**config.mk**
```make
export PLATFORM = sky130hd
export DESIGN_NAME = source_text_token_scanner
export DESIGN_NICKNAME = d
export VERILOG_FILES = /design/src/design/sts_pkg.sv /design/src/design/source_text_token_scanner.sv /design/src/design/sts_front.sv /design/src/design/sts_queue.sv /design/src/design/sts_back.sv
export SDC_FILE = /design/constraint.sdc
export NUM_CORES = 1
export LEC_CHECK = 0
export BUFFER_PORTS_ARGS = -buffer_cell sky130_fd_sc_hd__buf_2
export CORE_MARGIN = 2
export CORE_UTILIZATION = 25
export CTS_CLUSTER_SIZE = 8
export DETAILED_ROUTE_END_ITERATION = 8
export SYNTH_ARGS = -nofsm -noshare
export SYNTH_HDL_FRONTEND = slang
export SYNTH_SLANG_ARGS = --single-unit
```
**constraint.sdc**
```tcl
create_clock -name clk -period 10.6 [get_ports clk]
set_input_delay 1.59 -clock clk [delete_from_list [all_inputs] [get_ports clk]]
set_output_delay 1.59 -clock clk [all_outputs]
set_load 0.005 [all_outputs]
```
**src/design/sts_pkg.sv**
```systemverilog
// Shared types, constants and helpers for the source text token scanner.
// No dependencies; imported by every module of the block.
package sts_pkg;

  localparam int TOKEN_LEN   = 64;
  localparam int TOK_LEN_W   = $clog2(TOKEN_LEN + 2);
  localparam int OFFSET_W    = 24;
  localparam int VALUE_W     = 32;
  localparam int KIND_W      = 3;
  localparam int QUEUE_DEPTH = 4;
  localparam int QPTR_W      = $clog2(QUEUE_DEPTH);
  localparam int QCNT_W      = $clog2(QUEUE_DEPTH + 1);
  localparam int ZCNT_W      = 3;
  localparam int OUT_DATA_W  = 48;

  // Result kinds
  localparam logic [KIND_W-1:0] KIND_OPEN   = 3'd0;
  localparam logic [KIND_W-1:0] KIND_CLOSE  = 3'd1;
  localparam logic [KIND_W-1:0] KIND_STRING = 3'd2;
  localparam logic [KIND_W-1:0] KIND_IDENT  = 3'd3;
  localparam logic [KIND_W-1:0] KIND_NUMBER = 3'd4;
  localparam logic [KIND_W-1:0] KIND_END    = 3'd5;
  localparam logic [KIND_W-1:0] KIND_STRB   = 3'd6;
  localparam logic [KIND_W-1:0] KIND_IDCHAR = 3'd7;

  // Characters of interest
  localparam logic [7:0] CH_NUL    = 8'h00;
  localparam logic [7:0] CH_TAB    = 8'h09;
  localparam logic [7:0] CH_LF     = 8'h0A;
  localparam logic [7:0] CH_VT     = 8'h0B;
  localparam logic [7:0] CH_FF     = 8'h0C;
  localparam logic [7:0] CH_CR     = 8'h0D;
  localparam logic [7:0] CH_EOF    = 8'h1A;
  localparam logic [7:0] CH_SPACE  = 8'h20;
  localparam logic [7:0] CH_QUOTE  = 8'h22;
  localparam logic [7:0] CH_LPAREN = 8'h28;
  localparam logic [7:0] CH_RPAREN = 8'h29;
  localparam logic [7:0] CH_PLUS   = 8'h2B;
  localparam logic [7:0] CH_MINUS  = 8'h2D;
  localparam logic [7:0] CH_0      = 8'h30;
  localparam logic [7:0] CH_9      = 8'h39;
  localparam logic [7:0] CH_SEMI   = 8'h3B;
  localparam logic [7:0] CH_UA     = 8'h41;
  localparam logic [7:0] CH_UZ     = 8'h5A;
  localparam logic [7:0] CH_BSLASH = 8'h5C;
  localparam logic [7:0] CH_LN     = 8'h6E;
  localparam logic [7:0] CH_LT     = 8'h74;

  // (c - 30) mod 256
  localparam logic [7:0] STR_BIAS  = 8'd226;
  localparam logic [7:0] STR_SPACE = 8'd2;

  // One entry per accepted character: everything the back end must emit.
  // Emission order: a token, space byte, string byte, zero bytes, b token.
  typedef struct packed {
    logic               a_valid;
    logic [KIND_W-1:0]  a_kind;
    logic [VALUE_W-1:0] a_value;
    logic               a_trunc;
    logic               sp;
    logic               str_valid;
    logic [7:0]         str_code;
    logic [ZCNT_W-1:0]  zeros;
    logic               b_valid;
    logic [KIND_W-1:0]  b_kind;
    logic [7:0]         b_byte;
    logic [VALUE_W-1:0] b_value;
  } cmd_t;

  function automatic logic is_space(input logic [7:0] c);
    return c == CH_SPACE || c == CH_TAB || c == CH_LF || c == CH_VT ||
           c == CH_FF || c == CH_CR;
  endfunction

  function automatic logic [7:0] str_enc(input logic [7:0] c);
    return c + STR_BIAS;
  endfunction

endpackage

```
**src/design/source_text_token_scanner.sv**
```systemverilog
// Top level of the source text token scanner: front end, command queue
// and back end. Depends on sts_pkg, sts_front, sts_queue, sts_back.
//
// Takes one source character per beat and streams out token events. A
// character is accepted every cycle as long as the four-entry command queue
// has room; each character that produces results becomes one queue entry,
// and the back end turns that entry into result beats at one beat per cycle
// unless m_tready stalls it, through a registered output stage. A character
// that yields n results (n from 0 to 6, e.g. a closing quote with padding,
// or end of input inside a string) therefore occupies the result port for n
// beats, and the queue absorbs short bursts so the input keeps flowing. Each
// command passes the queue entry, the command registers and the output register.
// Results carry tlast on the final beat belonging to one input character.
// The word offset reported by a string token is loaded by a cfg write and
// then advances by one per completed 4-byte string word, saturating at
// 0xFFFFFF. After an end marker (tlast on input, or byte 0x1A) all further
// characters are taken and ignored until reset. cfg_ready is always high;
// write only while no character is in flight.
module source_text_token_scanner (
  input  logic                          clk,
  input  logic                          rst,
  // input character beats
  input  logic                          s_tvalid,
  output logic                          s_tready,
  input  logic [7:0]                    s_tdata,   // [7:0] ch
  input  logic                          s_tlast,   // at_end
  // result beats
  output logic                          m_tvalid,
  input  logic                          m_tready,
  output logic [sts_pkg::OUT_DATA_W-1:0] m_tdata,  // [7:0] data_byte, [39:8] value,
                                                    // [40] truncated, rest zero
  output logic [sts_pkg::KIND_W-1:0]    m_tuser,   // [2:0] kind
  output logic                          m_tlast,   // last
  // start_offset register write
  input  logic                          cfg_valid,
  output logic                          cfg_ready,
  input  logic [sts_pkg::OFFSET_W-1:0]  cfg_data
);
  import sts_pkg::*;

  cmd_t front_cmd;
  cmd_t head_cmd;
  logic q_push, q_pop, q_not_full, q_not_empty;

  assign cfg_ready = 1'b1;

  sts_front u_front (
    .clk       (clk),
    .rst       (rst),
    .s_tvalid  (s_tvalid),
    .s_tready  (s_tready),
    .s_tdata   (s_tdata),
    .s_tlast   (s_tlast),
    .cfg_valid (cfg_valid && cfg_ready),
    .cfg_data  (cfg_data),
    .q_ready   (q_not_full),
    .q_push    (q_push),
    .q_cmd     (front_cmd)
  );

  sts_queue u_queue (
    .clk       (clk),
    .rst       (rst),
    .push      (q_push),
    .push_cmd  (front_cmd),
    .not_full  (q_not_full),
    .pop       (q_pop),
    .not_empty (q_not_empty),
    .head      (head_cmd)
  );

  sts_back u_back (
    .clk      (clk),
    .rst      (rst),
    .q_valid  (q_not_empty),
    .q_head   (head_cmd),
    .q_pop    (q_pop),
    .m_tvalid (m_tvalid),
    .m_tready (m_tready),
    .m_tdata  (m_tdata),
    .m_tuser  (m_tuser),
    .m_tlast  (m_tlast)
  );

endmodule

```
**src/design/sts_front.sv**
```systemverilog
// Front end: accepts characters, tracks scanner state, builds one command
// per character that produces results for the back end. Depends on sts_pkg.
module sts_front (
  input  logic                        clk,
  input  logic                        rst,
  input  logic                        s_tvalid,
  output logic                        s_tready,
  input  logic [7:0]                  s_tdata,
  input  logic                        s_tlast,
  input  logic                        cfg_valid,
  input  logic [sts_pkg::OFFSET_W-1:0] cfg_data,
  input  logic                        q_ready,
  output logic                        q_push,
  output sts_pkg::cmd_t               q_cmd
);
  import sts_pkg::*;

  localparam logic [2:0] MODE_IDLE    = 3'd0;
  localparam logic [2:0] MODE_COMMENT = 3'd1;
  localparam logic [2:0] MODE_STRING  = 3'd2;
  localparam logic [2:0] MODE_ESCAPE  = 3'd3;
  localparam logic [2:0] MODE_RUN     = 3'd4;

  localparam logic [OFFSET_W-1:0]  OFFSET_MAX = '1;
  localparam logic [VALUE_W-1:0]   MAG_MAX    = 32'h8000_0000;
  localparam logic [VALUE_W-1:0]   POS_MAX    = 32'h7FFF_FFFF;
  localparam logic [TOK_LEN_W-1:0] LEN_LIMIT  = TOK_LEN_W'(TOKEN_LEN);
  localparam logic [TOK_LEN_W-1:0] LEN_OVER   = TOK_LEN_W'(TOKEN_LEN + 1);

  logic [2:0]           mode, mode_next;
  logic                 pending_space, pending_space_next;
  logic [1:0]           byte_phase, byte_phase_next;
  logic [OFFSET_W-1:0]  msg_off, msg_off_next;
  logic [TOK_LEN_W-1:0] tok_len, tok_len_next;
  logic [VALUE_W-1:0]   acc, acc_next;
  logic                 neg, neg_next;
  logic                 digits, digits_next;
  logic                 numeric, numeric_next;
  logic                 ended, ended_next;

  logic accept;

  always_comb begin
    logic [7:0]           c;
    logic [7:0]           put_c;
    logic [7:0]           lc;
    logic                 end_in;
    logic                 fin_run;
    logic                 fin_str;
    logic                 put_char;
    logic                 idle;
    logic                 run_step;
    logic                 first;
    logic                 sp;
    logic [1:0]           p1;
    logic [ZCNT_W-1:0]    nbytes;
    logic [3:0]           psum;
    logic [OFFSET_W:0]    off_sum;
    logic [TOK_LEN_W-1:0] base_len;
    logic [VALUE_W-1:0]   base_acc;
    logic [35:0]          prod;

    c        = s_tdata;
    end_in   = s_tlast || c == CH_EOF;
    fin_run  = 1'b0;
    fin_str  = 1'b0;
    put_char = 1'b0;
    put_c    = c;
    idle     = 1'b0;
    run_step = 1'b0;
    first    = 1'b0;

    q_cmd               = '0;
    mode_next           = mode;
    pending_space_next  = pending_space;
    byte_phase_next     = byte_phase;
    tok_len_next        = tok_len;
    acc_next            = acc;
    neg_next            = neg;
    digits_next         = digits;
    numeric_next        = numeric;
    ended_next          = ended;

    if (!ended) begin
      if (end_in) begin
        if (mode == MODE_RUN) begin
          fin_run = 1'b1;
        end else if (mode == MODE_STRING || mode == MODE_ESCAPE) begin
          fin_str = 1'b1;
        end
        mode_next     = MODE_IDLE;
        ended_next    = 1'b1;
        q_cmd.b_valid = 1'b1;
        q_cmd.b_kind  = KIND_END;
      end else if (c == CH_CR || c == CH_NUL) begin
        // dropped everywhere
      end else begin
        case (mode)
          MODE_COMMENT: begin
            if (c == CH_LF) mode_next = MODE_IDLE;
          end
          MODE_STRING: begin
            if (c == CH_QUOTE) begin
              fin_str   = 1'b1;
              mode_next = MODE_IDLE;
            end else if (is_space(c)) begin
              pending_space_next = 1'b1;
            end else if (c == CH_BSLASH) begin
              mode_next = MODE_ESCAPE;
            end else begin
              put_char = 1'b1;
            end
          end
          MODE_ESCAPE: begin
            put_char  = 1'b1;
            if (c == CH_LN) begin
              put_c = CH_LF;
            end else if (c == CH_LT) begin
              put_c = CH_TAB;
            end
            mode_next = MODE_STRING;
          end
          MODE_RUN: begin
            if (is_space(c) || c == CH_LPAREN || c == CH_RPAREN || c == CH_QUOTE) begin
              fin_run   = 1'b1;
              idle      = 1'b1;
              mode_next = MODE_IDLE;
            end else begin
              run_step = 1'b1;
            end
          end
          default: begin
            idle      = 1'b1;
            mode_next = MODE_IDLE;
          end
        endcase
      end
    end

    // Closing token of an identifier/number run, from the state before this beat
    q_cmd.a_valid = fin_run;
    q_cmd.a_trunc = tok_len > LEN_LIMIT;
    if (numeric && digits) begin
      q_cmd.a_kind = KIND_NUMBER;
      if (neg) begin
        q_cmd.a_value = '0 - acc;
      end else begin
        q_cmd.a_value = (acc > POS_MAX) ? POS_MAX : acc;
      end
    end else begin
      q_cmd.a_kind  = KIND_IDENT;
      q_cmd.a_value = '0;
    end

    // String bytes and word offset bookkeeping
    sp = (fin_str || put_char) && pending_space;
    if (sp) pending_space_next = 1'b0;
    q_cmd.sp        = sp;
    q_cmd.str_valid = put_char;
    q_cmd.str_code  = str_enc(put_c);
    p1 = byte_phase + {1'b0, sp};
    q_cmd.zeros = fin_str ? (3'd4 - {1'b0, p1}) : '0;
    nbytes  = {2'b0, sp} + {2'b0, put_char} + q_cmd.zeros;
    psum    = {2'b0, byte_phase} + {1'b0, nbytes};
    byte_phase_next = psum[1:0];
    off_sum = {1'b0, msg_off} + {{(OFFSET_W-1){1'b0}}, psum[3:2]};
    msg_off_next = off_sum[OFFSET_W] ? OFFSET_MAX : off_sum[OFFSET_W-1:0];

    // Character seen between tokens
    if (idle) begin
      if (is_space(c)) begin
        // nothing
      end else if (c == CH_LPAREN) begin
        q_cmd.b_valid = 1'b1;
        q_cmd.b_kind  = KIND_OPEN;
      end else if (c == CH_RPAREN) begin
        q_cmd.b_valid = 1'b1;
        q_cmd.b_kind  = KIND_CLOSE;
      end else if (c == CH_QUOTE) begin
        q_cmd.b_valid      = 1'b1;
        q_cmd.b_kind       = KIND_STRING;
        q_cmd.b_value      = {{(VALUE_W-OFFSET_W){1'b0}}, msg_off};
        pending_space_next = 1'b0;
        byte_phase_next    = '0;
        mode_next          = MODE_STRING;
      end else if (c == CH_SEMI) begin
        mode_next = MODE_COMMENT;
      end else begin
        run_step  = 1'b1;
        first     = 1'b1;
        mode_next = MODE_RUN;
      end
    end

    // One character of a run
    base_len = first ? '0 : tok_len;
    base_acc = first ? '0 : acc;
    lc   = (c >= CH_UA && c <= CH_UZ) ? c + 8'd32 : c;
    prod = {1'b0, base_acc, 3'b0} + {3'b0, base_acc, 1'b0} + {28'b0, c - CH_0};
    if (run_step) begin
      tok_len_next = LEN_OVER;
      if (base_len < LEN_LIMIT) begin
        q_cmd.b_valid = 1'b1;
        q_cmd.b_kind  = KIND_IDCHAR;
        q_cmd.b_byte  = lc;
        tok_len_next  = base_len + 1'b1;
      end
      acc_next     = base_acc;
      neg_next     = first ? 1'b0 : neg;
      digits_next  = first ? 1'b0 : digits;
      numeric_next = first ? 1'b1 : numeric;
      if (first && (c == CH_PLUS || c == CH_MINUS)) begin
        neg_next = c == CH_MINUS;
      end else if (c >= CH_0 && c <= CH_9) begin
        acc_next    = (prod > {4'b0, MAG_MAX}) ? MAG_MAX : prod[VALUE_W-1:0];
        digits_next = 1'b1;
      end else begin
        numeric_next = 1'b0;
      end
    end
  end

  assign s_tready = q_ready;
  assign accept   = s_tvalid && s_tready;
  assign q_push   = accept && (q_cmd.a_valid || q_cmd.sp || q_cmd.str_valid ||
                               q_cmd.zeros != '0 || q_cmd.b_valid);

  always_ff @(posedge clk) begin
    if (rst) begin
      mode          <= MODE_IDLE;
      pending_space <= 1'b0;
      byte_phase    <= '0;
      msg_off       <= '0;
      tok_len       <= '0;
      acc           <= '0;
      neg           <= 1'b0;
      digits        <= 1'b0;
      numeric       <= 1'b1;
      ended         <= 1'b0;
    end else begin
      if (accept) begin
        mode          <= mode_next;
        pending_space <= pending_space_next;
        byte_phase    <= byte_phase_next;
        tok_len       <= tok_len_next;
        acc           <= acc_next;
        neg           <= neg_next;
        digits        <= digits_next;
        numeric       <= numeric_next;
        ended         <= ended_next;
      end
      // a register write takes precedence over the running offset
      if (cfg_valid) begin
        msg_off <= cfg_data;
      end else if (accept) begin
        msg_off <= msg_off_next;
      end
    end
  end

endmodule

```
**src/design/sts_queue.sv**
```systemverilog
// Short command queue between front and back end.
// Depends on sts_pkg for cmd_t and the depth constants.
module sts_queue (
  input  logic          clk,
  input  logic          rst,
  input  logic          push,
  input  sts_pkg::cmd_t push_cmd,
  output logic          not_full,
  input  logic          pop,
  output logic          not_empty,
  output sts_pkg::cmd_t head
);
  import sts_pkg::*;

  cmd_t              entries [QUEUE_DEPTH];
  logic [QPTR_W-1:0] wr_ptr;
  logic [QPTR_W-1:0] rd_ptr;
  logic [QCNT_W-1:0] count;

  assign not_full  = count != QCNT_W'(QUEUE_DEPTH);
  assign not_empty = count != '0;
  assign head      = entries[rd_ptr];

  always_ff @(posedge clk) begin
    if (push) entries[wr_ptr] <= push_cmd;
  end

  always_ff @(posedge clk) begin
    if (rst) begin
      wr_ptr <= '0;
      rd_ptr <= '0;
      count  <= '0;
    end else begin
      if (push) wr_ptr <= wr_ptr + 1'b1;
      if (pop)  rd_ptr <= rd_ptr + 1'b1;
      case ({push, pop})
        2'b10:   count <= count + 1'b1;
        2'b01:   count <= count - 1'b1;
        default: count <= count;
      endcase
    end
  end

endmodule

```
**src/design/sts_back.sv**
```systemverilog
// Back end: expands each command into result beats, one per cycle unless
// the output stalls, into the output register. Depends on sts_pkg.
module sts_back (
  input  logic                          clk,
  input  logic                          rst,
  input  logic                          q_valid,
  input  sts_pkg::cmd_t                 q_head,
  output logic                          q_pop,
  output logic                          m_tvalid,
  input  logic                          m_tready,
  output logic [sts_pkg::OUT_DATA_W-1:0] m_tdata,
  output logic [sts_pkg::KIND_W-1:0]    m_tuser,
  output logic                          m_tlast
);
  import sts_pkg::*;

  cmd_t              cmd;
  logic              a_pend, sp_pend, str_pend, b_pend;
  logic [ZCNT_W-1:0] zcnt;

  logic              busy, emit, rem_any, load;
  logic              a_pend_next, sp_pend_next, str_pend_next, b_pend_next;
  logic [ZCNT_W-1:0] zcnt_next;
  logic [KIND_W-1:0] o_kind;
  logic [7:0]        o_byte;
  logic [VALUE_W-1:0] o_value;
  logic              o_trunc;

  assign busy = a_pend || sp_pend || str_pend || zcnt != '0 || b_pend;
  assign emit = busy && (!m_tvalid || m_tready);

  // Pick the first pending item in emission order
  always_comb begin
    a_pend_next   = a_pend;
    sp_pend_next  = sp_pend;
    str_pend_next = str_pend;
    zcnt_next     = zcnt;
    b_pend_next   = b_pend;
    o_kind        = cmd.b_kind;
    o_byte        = cmd.b_byte;
    o_value       = cmd.b_value;
    o_trunc       = 1'b0;
    if (a_pend) begin
      a_pend_next = 1'b0;
      o_kind      = cmd.a_kind;
      o_byte      = '0;
      o_value     = cmd.a_value;
      o_trunc     = cmd.a_trunc;
    end else if (sp_pend) begin
      sp_pend_next = 1'b0;
      o_kind       = KIND_STRB;
      o_byte       = STR_SPACE;
      o_value      = '0;
    end else if (str_pend) begin
      str_pend_next = 1'b0;
      o_kind        = KIND_STRB;
      o_byte        = cmd.str_code;
      o_value       = '0;
    end else if (zcnt != '0) begin
      zcnt_next = zcnt - 1'b1;
      o_kind    = KIND_STRB;
      o_byte    = str_enc(CH_NUL);
      o_value   = '0;
    end else begin
      b_pend_next = 1'b0;
    end
    rem_any = a_pend_next || sp_pend_next || str_pend_next || zcnt_next != '0 ||
              b_pend_next;
  end

  assign load  = q_valid && (!busy || (emit && !rem_any));
  assign q_pop = load;

  always_ff @(posedge clk) begin
    if (load) cmd <= q_head;
    if (emit) begin
      m_tdata <= {{(OUT_DATA_W-VALUE_W-9){1'b0}}, o_trunc, o_value, o_byte};
      m_tuser <= o_kind;
      m_tlast <= !rem_any;
    end
  end

  always_ff @(posedge clk) begin
    if (rst) begin
      a_pend   <= 1'b0;
      sp_pend  <= 1'b0;
      str_pend <= 1'b0;
      zcnt     <= '0;
      b_pend   <= 1'b0;
      m_tvalid <= 1'b0;
    end else begin
      if (load) begin
        a_pend   <= q_head.a_valid;
        sp_pend  <= q_head.sp;
        str_pend <= q_head.str_valid;
        zcnt     <= q_head.zeros;
        b_pend   <= q_head.b_valid;
      end else if (emit) begin
        a_pend   <= a_pend_next;
        sp_pend  <= sp_pend_next;
        str_pend <= str_pend_next;
        zcnt     <= zcnt_next;
        b_pend   <= b_pend_next;
      end
      if (emit) begin
        m_tvalid <= 1'b1;
      end else if (m_tready) begin
        m_tvalid <= 1'b0;
      end
    end
  end

endmodule

```
Word-level counts from Yosys, hierarchy flattened
Memory sizes are Yosys's and may differ from the RTL's. A register that Yosys moved wholly into a read port is not among the register bits.
Index checks and enable logic that the tools add are counted.
{"block": "word_totals", "reg_bits": 220, "ramBits": 376, "mem_count": 1}
{"memory": "u_queue.entries", "words": 4, "word_bits": 94, "read_ports": 1, "rd_clocked_by_memory_dff": 1, "wr": 1, "line": "sts_queue.sv:15", "source": "cmd_t entries [QUEUE_DEPTH];"}
{"block": "classes", "add_sub_neg": 18, "magnitude_cmp": 8, "n_eq_ne": 23, "n_mux": 156, "n_reduce_logical": 53}
{"op": "32-bit 2-to-1 mux", "count": 14}
{"op": "24-bit 2-to-1 mux", "count": 4}
{"op": "1-bit 2-to-1 mux", "count": 80}
{"op": "3-bit 2-to-1 mux", "count": 25}
{"op": "8-bit 2-to-1 mux", "count": 9}
{"op": "8-bit by 6-bit equality test with 1-bit output, second input constant", "count": 7}
{"op": "8-bit by 4-bit equality test with 1-bit output, second input constant", "count": 5}
{"op": "35-bit by 33-bit adder with 36-bit output", "count": 1}
{"op": "36-bit by 8-bit adder with 36-bit output", "count": 1}
{"op": "36-bit by 32-bit > comparator with 1-bit output, second input constant", "count": 1}
{"op": "35-bit 2-to-1 mux", "count": 1}
{"op": "32-bit by 31-bit > comparator with 1-bit output, second input constant", "count": 1}
{"op": "1-bit by 32-bit subtractor with 32-bit output, first input constant", "count": 1}
{"op": "4-bit 2-to-1 mux", "count": 7}
{"op": "1-bit logical OR", "count": 26}
{"op": "24-bit by 2-bit adder with 25-bit output", "count": 1}
{"op": "8-bit by 7-bit equality test with 1-bit output, second input constant", "count": 3}
{"op": "12-bit 2-to-1 mux", "count": 2}
{"op": "2-bit 2-to-1 mux", "count": 8}
{"op": "7-bit 2-to-1 mux", "count": 2}
{"op": "3-bit case mux with 4 select lines", "count": 1}
{"op": "3-bit nonzero test", "count": 4}
{"op": "1-bit logical AND", "count": 10}
{"op": "2-bit nonzero test", "count": 5}
{"op": "other kinds (33)", "count": 39}

Logic depth before layout (Yosys ltp)
Gate-level depths: netlist (run 1).
{"block": "depth", "depth_word": 25, "mapped_depth": 32}

By module
Synthesis (run 1) repeated with hierarchy kept, for this count alone.
{"block": "unflattened", "hier_cells": 1898, "hier_area_um2": 27153.5}
{"module": "sts_queue", "n_inst": 1, "cells_each": 538, "area_each_um2": 14062.2, "seq_area_each_um2": 11471.0}
{"module": "sts_front", "n_inst": 1, "cells_each": 1086, "area_each_um2": 8017.7, "seq_area_each_um2": 1461.4}
{"module": "sts_back", "n_inst": 1, "cells_each": 272, "area_each_um2": 5062.4, "seq_area_each_um2": 4124.0}
{"module": "source_text_token_scanner", "n_inst": 1, "cells_each": 2, "area_each_um2": 11.3, "seq_area_each_um2": 0.0}

Least setup slack after synthesis (run 1)
OpenSTA, ideal clock, no wires.
{"block": "synth_path", "kind": "input-to-reg", "startpoint": "input port s_tdata[4]", "endpoint": "register u_front.msg_off[12]", "arrival_time_ns": 8.118, "t_required_ns": 10.486, "setup_slack_ns": 2.368, "cell_stages": 30, "n_path_buf": 3, "path_cell_list": "clkbuf_1 inv_1 ha_1 or3b_1 buf_6 or3_1 o21ai_1 nand3b_1 a21boi_1 or2_2 and2_1 ha_1 inv_1 nor4_1 ha_1 inv_1 fa_1 fa_1 xnor2_1 ha_1 fa_1 nand3_1 nor2_1 nand3_1 nor4_2 a41oi_1 and2_1 clkbuf_1 and3_1 a2111oi_0"}
{"item": "from (decl)", "line": "source_text_token_scanner.sv:25", "source": "input logic [7:0] s_tdata,"}
{"item": "to (signal assigned)", "line": "sts_front.sv:254", "source": "msg_off <= cfg_data;"}
{"item": "to (signal assigned)", "line": "sts_front.sv:256", "source": "msg_off <= msg_off_next;"}
{"item": "to (decl)", "line": "sts_front.sv:33", "source": "logic [OFFSET_W-1:0] msg_off, msg_off_next;"}

==> results of run 1 <==
-- flip-flops by register name (all words and copies together) (netlist names), 2 cells and up, named ones only --
register,cells
u_back.cmd,78
u_back.m_tdata,41
u_back.m_tuser,3
u_back.zcnt,3
u_front.acc,32
u_front.byte_phase,2
u_front.mode,3
u_front.msg_off,24
u_front.tok_len,7
u_queue.count,3
u_queue.entries,340
u_queue.rd_ptr,2
u_queue.wr_ptr,2
-- area by class of cell --
cell class / count / area (um2)
sequential: 553 / 15700
clock buffer: 131 / 2210
tap: 1357 / 1700
clock inverter: 6 / 118
timing repair buffer: 108 / 601
multi-input combinational: 1130 / 8980
inverter: 60 / 225
fill: 10200 / 70900
-- stage by stage --
stage	cells	hold slack (ns)
4_1_cts	3345	0.468
6_report	3345	0.464
2_1_floorplan	1858	0.437
3_5_place_dp	3208	0.460
3_3_place_gp	3208	0.449
5_1_grt	3345	0.515
-- cell usage in the layout (no fill, tap or decap), types with 70 or more instances in the layout --
cell	instances
sky130_fd_sc_hd__ha_1	85
sky130_fd_sc_hd__dfxtp_1	87
sky130_fd_sc_hd__mux4_2	85
sky130_fd_sc_hd__nand2_1	91
sky130_fd_sc_hd__clkbuf_16	81
sky130_fd_sc_hd__nor2_1	132
sky130_fd_sc_hd__buf_2	84
sky130_fd_sc_hd__and2_1	70
sky130_fd_sc_hd__a21oi_1	105
sky130_fd_sc_hd__edfxtp_1	463
-- per-layer routing --
layer	global-route usage [%]	up-vias
li1	-	7332
met1	15.4	7866
met2	18.2	443
met3	2.35	115
met4	3.64	0
met5	0	-
-- cells by family after synthesis --
kind of cell,count (synthesis)
AO/OA/AOI/OAI,380
other,2
multiplexers,97
adder cells (fa/ha/maj),93
AND/OR/NAND/NOR,502
buffers and inverters,175
XOR/XNOR,50
flip-flops,553
-- power groups by stage --
stage	logic [mW]	registers (mW)	clock network [mW]
after floorplan	0.831	3.10	0
after global placement	1.30	3.19	0
after detailed placement	1.30	3.20	0
after CTS	1.31	3.16	2.41
after global routing	1.41	3.18	2.51
final	1.29	3.14	2.35
-- path summary, 6_finish.rpt --
| path | start | endpoint | cells after the start |
|---|---|---|---|
| worst max-delay path | s_tdata[4] | u_front.msg_off[2]$_SDFFE_PP0P_ | 28 |
| worst min register to register | u_front.digits$_SDFFE_PP0P_ | u_front.digits$_SDFFE_PP0P_ | 2 |
| worst max register to register | u_front.mode[2]$_SDFFE_PP0P_ | u_front.msg_off[2]$_SDFFE_PP0P_ | 23 |
| worst min-delay path | u_front.digits$_SDFFE_PP0P_ | u_front.digits$_SDFFE_PP0P_ | 2 |
-- worst max-delay path, delay by kind of cell --
family / cells / cell delay [ns]
and+or+nand+nor: 12 / 3.58
buffers and inverters: 4 / 0.46
AOI/OAI and AO/OA: 4 / 1.37
adders and majority gates: 7 / 2.05
xor gates and xnor gates: 1 / 0.40
==> tab_implementation.tex, run 1 <==
\begin{tabular}{lr}
\hline
Metric & Value \\
\hline
\multicolumn{2}{l}{\textbf{Synthesis}} \\
\quad Mean Syn Cell Area & 13.7 um2 \\
\quad Synth Instances & 1852 \\
\quad Yosys warning count & 0 \\
\quad Top-count cell post-synth & sky130\_fd\_sc\_hd\_\_edfxtp\_1 \\
\quad Leading cell types by total area after synthesis & sky130\_fd\_sc\_hd\_\_edfxtp\_1, sky130\_fd\_sc\_hd\_\_mux4\_2, sky130\_fd\_sc\_hd\_\_dfxtp\_1 \\
\quad Number of synthesized register bits & 553 \\
\quad Dominant combinational cell family by area after synthesis & compound AO/OA/AOI/OAI gates \\
\quad Compound-gate portion of the synthesized area & 10.6\% \\
\quad Synth Area in XOR/XNOR & 1.72\% \\
\quad Fraction of synthesized cell area taken by the top area cell type & 54.8\% \\
\quad Synth unique cells & 85 \\
\quad Portion of netlist area occupied by mux cells & 8.05\% \\
\quad Netlist area before placement & 25400 um2 \\
\quad Top cell types by occurrence after synthesis & sky130\_fd\_sc\_hd\_\_edfxtp\_1, sky130\_fd\_sc\_hd\_\_nor2\_1, sky130\_fd\_sc\_hd\_\_a21oi\_1 \\
\quad Portion of the post-synthesis area used by sequential elements & 61.9\% \\
\quad Synth async-reset ratio & 0\% \\
\quad Number of flops mapped to enable cells by yosys & 463 \\
\quad Top flip-flop cell by instance count after synthesis & sky130\_fd\_sc\_hd\_\_edfxtp\_1 \\
\quad Share of synthesized cell area in and, or, nand and nor gates & 9.99\% \\
\quad Synth Area in Adders & 4.78\% \\
\quad Yosys top cell by area & sky130\_fd\_sc\_hd\_\_edfxtp\_1 \\
\multicolumn{2}{l}{\textbf{Clock tree}} \\
\quad Clock-pin transition on the worst setup and hold timing paths & 0.05 ns \\
\quad Cts repair resizes & 0 \\
\quad Total setup buffers inserted after CTS & 0 \\
\quad Clock sink total & 553 \\
\quad Insertion delay of the later-clocked pin in the worst-skew pair & 0.62 ns \\
\quad Number of buffers on the longest clock path & 3 \\
\quad H-Tree Depth & 3 \\
\quad Clock root buffer master & sky130\_fd\_sc\_hd\_\_clkbuf\_16 \\
\quad Cts bufs inserted & 79 \\
\quad CTS tree & built \\
\quad Number of hold buffers added after CTS & 0 \\
\multicolumn{2}{l}{\textbf{Pwr}} \\
\quad Total power & 6.77 mW \\
\quad Power per standard cell area & 229 nW/um2 \\
\quad Net switching power & 1.94 mW \\
\quad Leakage power of the design & 10.4 nW \\
\quad Net Sw Frac & 28.7\% \\
\quad Largest vdd supply drop & 0.166 mV \\
\quad Sequential power share & 46.4\% \\
\quad Cell-internal power & 4.83 mW \\
\quad Power share of the clock group & 34.7\% \\
\quad Combinational cell fraction of total power & 19.0\% \\
\multicolumn{2}{l}{\textbf{Critical path}} \\
\quad Critical-path cell with the highest stage delay & sky130\_fd\_sc\_hd\_\_nor4\_1 \\
\quad Category of the worst setup path capture point & register \\
\quad Maximum cell stage delay along the critical path & 0.65 ns \\
\quad WP data required & 11.08 ns \\
\quad Setup crit start kind & input pin \\
\quad Crit-path most repeated cell & sky130\_fd\_sc\_hd\_\_ha\_1 \\
\quad Crit Path Max Fanout & 12 \\
\quad Critical Setup Path Class & in2reg \\
\quad Data arrival time of the worst path & 9.45 ns \\
\quad Register-to-register setup slack & 3.10 ns \\
\multicolumn{2}{l}{\textbf{Timing}} \\
\quad Setup skew after layout & 0.0223 ns \\
\quad Post-route fraction of the period consumed by the critical path & 84.6\% \\
\quad Worst slew pin tran & 1.14 ns \\
\quad Final setup violation count & 0 \\
\quad Total Neg Setup Slack & 0 ns \\
\quad Slew Viols, Final & 0 \\
\quad Max transition margin & 24.1\% \\
\quad Final hold violation count & 0 \\
\quad Setup ws final & 1.63 ns \\
\quad FMAX & 111 MHz \\
\quad Time the final worst path needs with I/O delays and setup & 8.97 ns \\
\quad Setup repair after global routing missed its margin & false \\
\multicolumn{2}{l}{\textbf{Routing}} \\
\quad DR vias & 15800 \\
\quad Routed met1 length & 27000 um \\
\quad Detailed-router iteration count before antenna repair & 5 \\
\quad Met2 WL post-DR & 28100 um \\
\quad Vias per inst & 4.71 \\
\quad Uppermost metal layer occupied by signal nets & met4 \\
\quad WL/cell & 17.9 um \\
\quad Antenna-violating nets left & 0 \\
\quad Detailed Route WL & 59800 um \\
\quad Met3 wire len & 3170 um \\
\quad Iteration-0 DRC Markers & 1339 \\
\quad Residual DRC & 0 \\
\multicolumn{2}{l}{\textbf{Hold path}} \\
\quad Type of the tightest min-delay check & reg2reg \\
\multicolumn{2}{l}{\textbf{Floorplan}} \\
\quad Die ar. & 104000 um2 \\
\quad Die Y-Extent & 323 um \\
\quad Horizontal die dimension & 323 um \\
\quad Placeable Area & 100000 um2 \\
\quad Starting density of the core & 25.3\% \\
\quad Number of standard-cell rows in the floorplan & 116 \\
\quad Io pins & 93 \\
\multicolumn{2}{l}{\textbf{Layout}} \\
\quad Area growth from synthesis to layout & 16.4\% \\
\quad Number of nets at the end of the flow & 2062 \\
\quad Final Util & 29.4\% \\
\quad Final Cell Area & 29500 um2 \\
\quad Fraction of layout instances using a drive strength above 1 & 16.4\% \\
\quad Total inserted antenna cells & 0 \\
\multicolumn{2}{l}{\textbf{Global route}} \\
\quad Global-route wire length before repair & 92400 um \\
\quad GRT Overall Usage & 11.4\% \\
\quad Residual overflow from global routing & 0 \\
\quad Largest net degree at the start of global routing & 61 \\
\quad Number of global-route vias before repair & 15700 \\
\quad Antenna violations before repair & 1 \\
\multicolumn{2}{l}{\textbf{Run}} \\
\quad Max capacitance violation total & 0 \\
\multicolumn{2}{l}{\textbf{Placed design}} \\
\quad Total placed instance area & 27200 um2 \\
\quad Port Buffer Count & 84 \\
\quad Final weighted congestion of routability-driven global placement & 0.870 \\
\quad Detailed placer's ending HPWL & 39100 um \\
\quad Post-Place Setup Slack & 1.11 ns \\
\multicolumn{2}{l}{\textbf{Status}} \\
\quad Result of the run & complete, no violations \\
\hline
\end{tabular}
Note: power is estimated with default switching activity, not from simulation.
==> run 2: changes to the inputs <==
ABC_AREA = 1   (was unset)
clock period = 7.25 ns   (was 10.6 ns; I/O delays follow)
==> run 2 against run 1 <==
Compared with the run above:
- via count grew 27%
- hold slack gained 0.0067 ns
- wire length is 19% higher
- count of clock-buffer cells in the layout up 2
- critical path type unchanged
- sequential share of layout area is 3.4 points lower
- non-clock buffer count is 9 higher
- synthesized cell count up 52%
- critical endpoint is now u_front.msg_off[17]$_SDFFE_PP0P_
- register-to-register slack worse by 2.0 ns
- utilization shrank 0.32 points
==> tab_implementation.tex, run 2 <==
\begin{tabular}{lr}
\hline
Metric & Value \\
\hline
\multicolumn{2}{l}{\textbf{Synthesis}} \\
\quad Top-count cell post-synth & sky130\_fd\_sc\_hd\_\_nand2\_1 \\
\quad Synth async-reset ratio & 0\% \\
\quad Top cell types by occurrence after synthesis & sky130\_fd\_sc\_hd\_\_nand2\_1, sky130\_fd\_sc\_hd\_\_edfxtp\_1, sky130\_fd\_sc\_hd\_\_nor2\_1 \\
\quad Leading cell types by total area after synthesis & sky130\_fd\_sc\_hd\_\_edfxtp\_1, sky130\_fd\_sc\_hd\_\_dfxtp\_1, sky130\_fd\_sc\_hd\_\_nand2\_1 \\
\quad Mean Syn Cell Area & 9.68 um2 \\
\quad Top flip-flop cell by instance count after synthesis & sky130\_fd\_sc\_hd\_\_edfxtp\_1 \\
\quad Number of flops mapped to enable cells by yosys & 463 \\
\quad Yosys warning count & 0 \\
\quad Yosys top cell by area & sky130\_fd\_sc\_hd\_\_edfxtp\_1 \\
\quad Fraction of synthesized cell area taken by the top area cell type & 51.1\% \\
\quad Netlist area before placement & 27200 um2 \\
\quad Portion of the post-synthesis area used by sequential elements & 57.7\% \\
\quad Synth unique cells & 62 \\
\quad Synth Instances & 2814 \\
\quad Number of synthesized register bits & 553 \\
\multicolumn{2}{l}{\textbf{Pwr}} \\
\quad Total power & 10.0 mW \\
\quad Cell-internal power & 6.95 mW \\
\quad Largest vdd supply drop & 0.254 mV \\
\quad Leakage power of the design & 12.3 nW \\
\quad Power share of the clock group & 33.9\% \\
\quad Sequential power share & 46.0\% \\
\quad Combinational cell fraction of total power & 20.0\% \\
\quad Net switching power & 3.06 mW \\
\quad Power per standard cell area & 317 nW/um2 \\
\quad Net Sw Frac & 30.5\% \\
\multicolumn{2}{l}{\textbf{Clock tree}} \\
\quad Clock-pin transition on the worst setup and hold timing paths & 0.05 ns \\
\quad Number of buffers on the longest clock path & 3 \\
\quad CTS tree & built \\
\quad Cts repair resizes & 0 \\
\quad Clock sink total & 553 \\
\quad Total setup buffers inserted after CTS & 0 \\
\quad Number of hold buffers added after CTS & 0 \\
\quad Insertion delay of the later-clocked pin in the worst-skew pair & 0.63 ns \\
\quad Clock root buffer master & sky130\_fd\_sc\_hd\_\_clkbuf\_16 \\
\quad H-Tree Depth & 3 \\
\quad Cts bufs inserted & 79 \\
\multicolumn{2}{l}{\textbf{Routing}} \\
\quad Residual DRC & 0 \\
\quad Iteration-0 DRC Markers & 1610 \\
\quad Detailed Route WL & 71100 um \\
\quad Detailed-router iteration count before antenna repair & 6 \\
\quad Vias per inst & 4.57 \\
\quad Antenna-violating nets left & 0 \\
\quad DR vias & 20000 \\
\quad WL/cell & 16.3 um \\
\multicolumn{2}{l}{\textbf{Global route}} \\
\quad GR Layer Usage met1 & 15.6\% \\
\quad Residual overflow from global routing & 0 \\
\quad Met3 global-route usage & 2.20\% \\
\quad GRT Overall Usage & 12.4\% \\
\quad Highest-utilization routing layer at the global route stage & met2 \\
\quad Global-route wire length before repair & 109000 um \\
\quad Largest net degree at the start of global routing & 94 \\
\quad Met2 Track Usage GR & 21.2\% \\
\quad Antenna violations before repair & 6 \\
\quad Number of global-route vias before repair & 19200 \\
\multicolumn{2}{l}{\textbf{Floorplan}} \\
\quad Starting density of the core & 25.1\% \\
\quad Io pins & 93 \\
\quad Die Y-Extent & 334 um \\
\quad Die ar. & 112000 um2 \\
\quad Number of standard-cell rows in the floorplan & 121 \\
\quad Placeable Area & 108000 um2 \\
\quad Horizontal die dimension & 334 um \\
\multicolumn{2}{l}{\textbf{Critical path}} \\
\quad Data arrival time of the worst path & 6.99 ns \\
\quad WP data required & 7.75 ns \\
\quad Crit-path most repeated cell & sky130\_fd\_sc\_hd\_\_inv\_1 \\
\quad Crit Path Max Fanout & 21 \\
\quad Critical-path cell with the highest stage delay & sky130\_fd\_sc\_hd\_\_inv\_1 \\
\quad Setup crit start kind & input pin \\
\quad Category of the worst setup path capture point & register \\
\quad Maximum cell stage delay along the critical path & 0.53 ns \\
\quad Critical Setup Path Class & in2reg \\
\multicolumn{2}{l}{\textbf{Layout}} \\
\quad Most frequent cells in the layout & sky130\_fd\_sc\_hd\_\_nand2\_1, sky130\_fd\_sc\_hd\_\_edfxtp\_1, sky130\_fd\_sc\_hd\_\_nor2\_1 \\
\quad Fraction of layout instances using a drive strength above 1 & 11.4\% \\
\quad Most common cell after layout, fill and taps aside & sky130\_fd\_sc\_hd\_\_nand2\_1 \\
\quad Flip-flop count of the largest register after layout & 340 \\
\quad Largest regs & u\_queue.entries: 340 flops, u\_back.cmd: 78 flops, u\_back.m\_tdata: 41 flops \\
\quad Non-filler cells in the finished layout & 4372 \\
\quad Most flop-heavy register & u\_queue.entries \\
\quad Final Util & 29.1\% \\
\quad Area growth from synthesis to layout & 15.8\% \\
\quad Final Cell Area & 31500 um2 \\
\quad Number of nets at the end of the flow & 3026 \\
\multicolumn{2}{l}{\textbf{Placed design}} \\
\quad Final weighted congestion of routability-driven global placement & 0.904 \\
\quad Post-placement cell count & 4229 \\
\quad Total placed instance area & 29200 um2 \\
\quad Detailed placer's ending HPWL & 47300 um \\
\quad Port Buffer Count & 84 \\
\multicolumn{2}{l}{\textbf{Timing}} \\
\quad Time the final worst path needs with I/O delays and setup & 6.49 ns \\
\quad Post-route fraction of the period consumed by the critical path & 89.5\% \\
\quad Setup repair after global routing missed its margin & false \\
\quad Slew Viols, Final & 0 \\
\quad Max transition margin & 23.5\% \\
\quad Setup skew after layout & 0.0342 ns \\
\quad Final setup violation count & 0 \\
\quad Worst slew pin tran & 1.15 ns \\
\quad Final hold violation count & 0 \\
\quad Total Neg Setup Slack & 0 ns \\
\quad FMAX & 154 MHz \\
\multicolumn{2}{l}{\textbf{Status}} \\
\quad Result of the run & complete, no violations \\
\multicolumn{2}{l}{\textbf{Run}} \\
\quad Max capacitance violation total & 0 \\
\multicolumn{2}{l}{\textbf{Hold path}} \\
\quad Type of the tightest min-delay check & reg2reg \\
\hline
\end{tabular}
[run 2: logic make-up (layout without fill, tap and decap cells)]
group	count (synthesis)	in the layout	synth area share (%)
and+or+nand+nor	1096	1096	17.2
AOI/OAI and AO/OA	575	575	12.6
DFF	553	553	57.7
buffers and inverters	452	588	6.69
adders and majority gates	92	92	4.42
xor gates and xnor gates	44	44	1.42
other	2	10	0.0276
[run 2: layer usage]
metal	vias up	share of wire, %
met4	4	3.2
met1	9559	43
met3	107	5.4
met2	536	49
li1	9785	-
met5	-	0.039
[run 2: power by group through the flow]
stage                     registers, mW  clock network (mW)  logic (mW)
after detailed placement           4.67                   0        2.05
after CTS                          4.61                3.47        2.05
final                              4.61                3.40        2.01
after global placement             4.66                   0        2.03
after global routing               4.66                3.61        2.24
after floorplan                    4.56                   0        1.29
[run 2: final cells by class]
| type | count | area (um2) |
|---|---|---|
| fillers | 11300 | 76900 |
| flip-flops and latches | 553 | 15700 |
| multi-input cells | 1815 | 9760 |
| clock buffers | 133 | 2180 |
| well taps | 1414 | 1770 |
| inverters | 330 | 1250 |
| repair buffers | 117 | 721 |
| clock inverters | 8 | 149 |
| diodes | 2 | 5.00 |
[run 2: path summary, 6_finish.rpt]
kind	startpoint	endpoint	slack (ns)	cells after the start
setup / recovery	s_tdata[4]	u_front.msg_off[17]$_SDFFE_PP0P_	0.76	36
hold / removal	u_front.digits$_SDFFE_PP0P_	u_front.digits$_SDFFE_PP0P_	0.47	2
setup reg to reg	u_front.mode[1]$_SDFFE_PP0P_	u_front.msg_off[17]$_SDFFE_PP0P_	1.14	36
hold reg to reg	u_front.digits$_SDFFE_PP0P_	u_front.digits$_SDFFE_PP0P_	0.47	2
[run 2: metrics by stage]
step	hold WS [ns]	setup WS, ns
6_report	0.471	0.764
5_1_grt	0.510	0.174
4_1_cts	0.469	0.816
3_5_place_dp	0.460	0.186
3_3_place_gp	0.456	0.166
2_1_floorplan	0.444	0.563
[run 2: critical path, delay by kind of cell]
family,cells,cell delay [ns]
compound gates,4,0.71
fa+ha+maj,7,2.22
xor+xnor,2,0.29
buf+inv,8,1.21
simple gates,15,1.46
==> run 3: changes to the inputs <==
ABC_AREA = unset   (was 1)
==> run 3 against run 2 <==
Compared with the run above:
- final cell count fell by 22%
- maximum frequency fell by 5.3%
- clock power barely moved
- count of clock-buffer cells in the layout fell by 4
- wire length fell by 14%
- register-to-register slack got worse by 0.03 ns
- largest cell class unchanged
==> tab_implementation.tex, run 3 (synthesis gave the netlist of run 1 again) <==
\begin{tabular}{lr}
\hline
Metric & Value \\
\hline
\multicolumn{2}{l}{\textbf{Pwr}} \\
\quad Net Sw Frac & 28.8\% \\
\quad Power per standard cell area & 331 nW/um2 \\
\quad Power share of the clock group & 34.3\% \\
\quad Total power & 9.90 mW \\
\quad Largest vdd supply drop & 0.273 mV \\
\quad Sequential power share & 45.9\% \\
\quad Combinational cell fraction of total power & 19.8\% \\
\quad Cell-internal power & 7.05 mW \\
\quad Leakage power of the design & 10.7 nW \\
\quad Net switching power & 2.85 mW \\
\multicolumn{2}{l}{\textbf{Layout}} \\
\quad Flip-flop count of the largest register after layout & 340 \\
\quad Number of nets at the end of the flow & 2110 \\
\quad Most frequent cells in the layout & sky130\_fd\_sc\_hd\_\_edfxtp\_1, sky130\_fd\_sc\_hd\_\_nor2\_1, sky130\_fd\_sc\_hd\_\_a21oi\_1 \\
\quad Most common cell after layout, fill and taps aside & sky130\_fd\_sc\_hd\_\_edfxtp\_1 \\
\quad Total inserted antenna cells & 0 \\
\quad Non-filler cells in the finished layout & 3389 \\
\quad Count of filler cells inserted in the layout & 10100 \\
\quad Final Util & 29.8\% \\
\quad Most flop-heavy register & u\_queue.entries \\
\quad Largest regs & u\_queue.entries: 340 flops, u\_back.cmd: 78 flops, u\_back.m\_tdata: 41 flops \\
\quad Multi-input logic area & 9050 um2 \\
\quad Area growth from synthesis to layout & 17.9\% \\
\quad Sequential cell area & 15700 um2 \\
\quad Fraction of layout instances using a drive strength above 1 & 18.9\% \\
\multicolumn{2}{l}{\textbf{Global route}} \\
\quad Antenna violations before repair & 4 \\
\quad Global-route wire length before repair & 92600 um \\
\quad Largest net degree at the start of global routing & 66 \\
\quad GRT Overall Usage & 11.5\% \\
\quad Residual overflow from global routing & 0 \\
\quad Number of global-route vias before repair & 15600 \\
\multicolumn{2}{l}{\textbf{Routing}} \\
\quad Detailed Route WL & 60900 um \\
\quad Residual DRC & 0 \\
\quad DR vias & 15900 \\
\quad Vias per inst & 4.68 \\
\quad Detailed-router iteration count before antenna repair & 5 \\
\quad WL/cell & 18.0 um \\
\quad Antenna-violating nets left & 0 \\
\quad Iteration-0 DRC Markers & 1325 \\
\multicolumn{2}{l}{\textbf{Timing}} \\
\quad Setup skew after layout & 0.0163 ns \\
\quad Setup ws final & 0.402 ns \\
\quad Max transition margin & 18.3\% \\
\quad Slew Viols, Final & 0 \\
\quad Final setup violation count & 0 \\
\quad Setup repair after global routing missed its margin & false \\
\quad Total Neg Setup Slack & 0 ns \\
\quad Post-route fraction of the period consumed by the critical path & 94.5\% \\
\quad Final hold violation count & 0 \\
\quad Worst slew pin tran & 1.23 ns \\
\quad FMAX & 146 MHz \\
\quad Time the final worst path needs with I/O delays and setup & 6.85 ns \\
\multicolumn{2}{l}{\textbf{Floorplan}} \\
\quad Horizontal die dimension & 323 um \\
\quad Starting density of the core & 25.3\% \\
\quad Number of standard-cell rows in the floorplan & 116 \\
\quad Die Y-Extent & 323 um \\
\quad Die ar. & 104000 um2 \\
\quad Placeable Area & 100000 um2 \\
\quad Io pins & 93 \\
\multicolumn{2}{l}{\textbf{Critical path}} \\
\quad Setup crit start kind & input pin \\
\quad Register-to-register setup slack & 1.11 ns \\
\quad Worst Reg2Reg Path Length in Cells & 23 \\
\quad Crit Path Max Fanout & 10 \\
\quad WP data required & 7.73 ns \\
\quad Worst reg2reg startpoint & u\_front.mode[2]\$\_SDFFE\_PP0P\_ \\
\quad Data arrival time of the worst path & 7.32 ns \\
\quad Worst flop-to-flop path endpoint & u\_front.msg\_off[15]\$\_SDFFE\_PP0P\_ \\
\quad Critical Setup Path Class & in2reg \\
\quad Category of the worst setup path capture point & register \\
\multicolumn{2}{l}{\textbf{Hold path}} \\
\quad Hold Path End & u\_front.digits\$\_SDFFE\_PP0P\_ \\
\quad Cell depth of the worst hold path & 2 \\
\quad Hold path start & u\_front.digits\$\_SDFFE\_PP0P\_ \\
\quad Type of the tightest min-delay check & reg2reg \\
\multicolumn{2}{l}{\textbf{Clock tree}} \\
\quad Clock root buffer master & sky130\_fd\_sc\_hd\_\_clkbuf\_16 \\
\quad Clock sink total & 553 \\
\quad Total setup buffers inserted after CTS & 0 \\
\quad Insertion delay of the later-clocked pin in the worst-skew pair & 0.61 ns \\
\quad Number of buffers on the longest clock path & 3 \\
\quad CTS tree & built \\
\quad H-Tree Depth & 3 \\
\quad Clock-pin transition on the worst setup and hold timing paths & 0.05 ns \\
\quad Cts bufs inserted & 79 \\
\multicolumn{2}{l}{\textbf{Run}} \\
\quad Max capacitance violation total & 0 \\
\multicolumn{2}{l}{\textbf{Placed design}} \\
\quad Post-Place Setup Slack & -0.273 ns \\
\quad Port Buffer Count & 84 \\
\quad Detailed placer's ending HPWL & 41000 um \\
\quad Post-placement cell count & 3256 \\
\quad Final weighted congestion of routability-driven global placement & 0.851 \\
\multicolumn{2}{l}{\textbf{Status}} \\
\quad Result of the run & complete, no violations \\
\hline
\end{tabular}
[run 3: cell count changes in the layout (fill, tap and decap cells not counted), moves of 36 or more]
cell / delta
sky130_fd_sc_hd__nor2_1: -244
sky130_fd_sc_hd__nand2_2: -36
sky130_fd_sc_hd__o22ai_1: -83
sky130_fd_sc_hd__inv_1: -260
sky130_fd_sc_hd__o21ai_0: -194
sky130_fd_sc_hd__nand2_1: -390
sky130_fd_sc_hd__buf_4: +41
sky130_fd_sc_hd__and2_1: +67
sky130_fd_sc_hd__nand3_1: -40
sky130_fd_sc_hd__mux4_2: +85
[run 3: power by group through the flow]
stage	Sequential, mW	Clock, mW	Combinational, mW
finish	4.54	3.39	1.97
global route	4.59	3.60	2.15
CTS	4.56	3.46	2.02
detailed placement	4.61	0	2.01
global placement	4.60	0	2.01
floorplan	4.53	0	1.22
[run 3: cell type report]
| type | count | area share, % |
|---|---|---|
| inverters | 60 | 0.752 |
| repair buffers | 156 | 3.25 |
| flip-flops and latches | 553 | 52.5 |
| clock inverters | 4 | 0.150 |
| well taps | 1357 | 5.67 |
| clock buffers | 129 | 7.45 |
| multi-input cells | 1130 | 30.2 |
[run 3: repair_timing]
item                                    CTS  global route
resized for setup                         0             2
hold buffers                              0             0
endpoints found under the hold margin     0             0
endpoints found under the setup margin    0             8
[run 3: per-stage QoR]
| stage | hold WS, ns | cell area [um2] |
|---|---|---|
| 5_1_grt | 0.484 | 29900 |
| 4_1_cts | 0.469 | 29900 |
| 3_5_place_dp | 0.462 | 27600 |
| 6_report | 0.474 | 29900 |
| 3_3_place_gp | 0.456 | 27600 |
| 2_1_floorplan | 0.437 | 25500 |
[run 3: critical path: stages]
cell                        delay (ns)
sky130_fd_sc_hd__buf_2            0.11
sky130_fd_sc_hd__inv_1            0.07
sky130_fd_sc_hd__ha_1             0.16
sky130_fd_sc_hd__or3b_1           0.43
sky130_fd_sc_hd__or3_1            0.41
sky130_fd_sc_hd__o21ai_2          0.08
sky130_fd_sc_hd__nand3b_1         0.14
sky130_fd_sc_hd__a21boi_2         0.08
sky130_fd_sc_hd__or2_2            0.30
sky130_fd_sc_hd__and2_1           0.20
sky130_fd_sc_hd__ha_1             0.29
sky130_fd_sc_hd__inv_1            0.08
sky130_fd_sc_hd__nor4_4           0.17
sky130_fd_sc_hd__ha_1             0.20
sky130_fd_sc_hd__inv_1            0.05
sky130_fd_sc_hd__fa_1             0.48
sky130_fd_sc_hd__fa_1             0.45
sky130_fd_sc_hd__xnor2_2          0.25
sky130_fd_sc_hd__ha_2             0.24
sky130_fd_sc_hd__fa_1             0.19
sky130_fd_sc_hd__nand3_1          0.13
sky130_fd_sc_hd__nor2_1           0.18
sky130_fd_sc_hd__nand3_2          0.12
sky130_fd_sc_hd__nor4_4           0.27
sky130_fd_sc_hd__a41oi_2          0.19
sky130_fd_sc_hd__and2_1           0.33
sky130_fd_sc_hd__and3_1           0.24
sky130_fd_sc_hd__a2111oi_0        0.36
[run 3: worst max-delay path by stage]
stage	cells past startpoint	slack [ns]	to	from
2_1_floorplan	30	0.02	u_front.msg_off[12]$_SDFFE_PP0P_	s_tdata[4]
3_3_place_gp	27	-0.09	u_front.msg_off[17]$_SDFFE_PP0P_	s_tdata[4]
3_5_place_dp	28	-0.27	u_front.msg_off[21]$_SDFFE_PP0P_	s_tdata[5]
4_1_cts	28	0.35	u_front.msg_off[15]$_SDFFE_PP0P_	s_tdata[5]
5_1_grt	28	0.03	u_front.msg_off[2]$_SDFFE_PP0P_	s_tdata[5]
6_report	28	0.40	u_front.msg_off[15]$_SDFFE_PP0P_	s_tdata[5]
[run 3: per-layer routing]
layer	part of all wire, %	up-vias	global-route usage, %
li1	-	7401	-
met1	47	7931	16.5
met2	45	441	17.7
met3	5.6	93	2.11
met4	2.2	2	3.51
met5	0.020	-	0
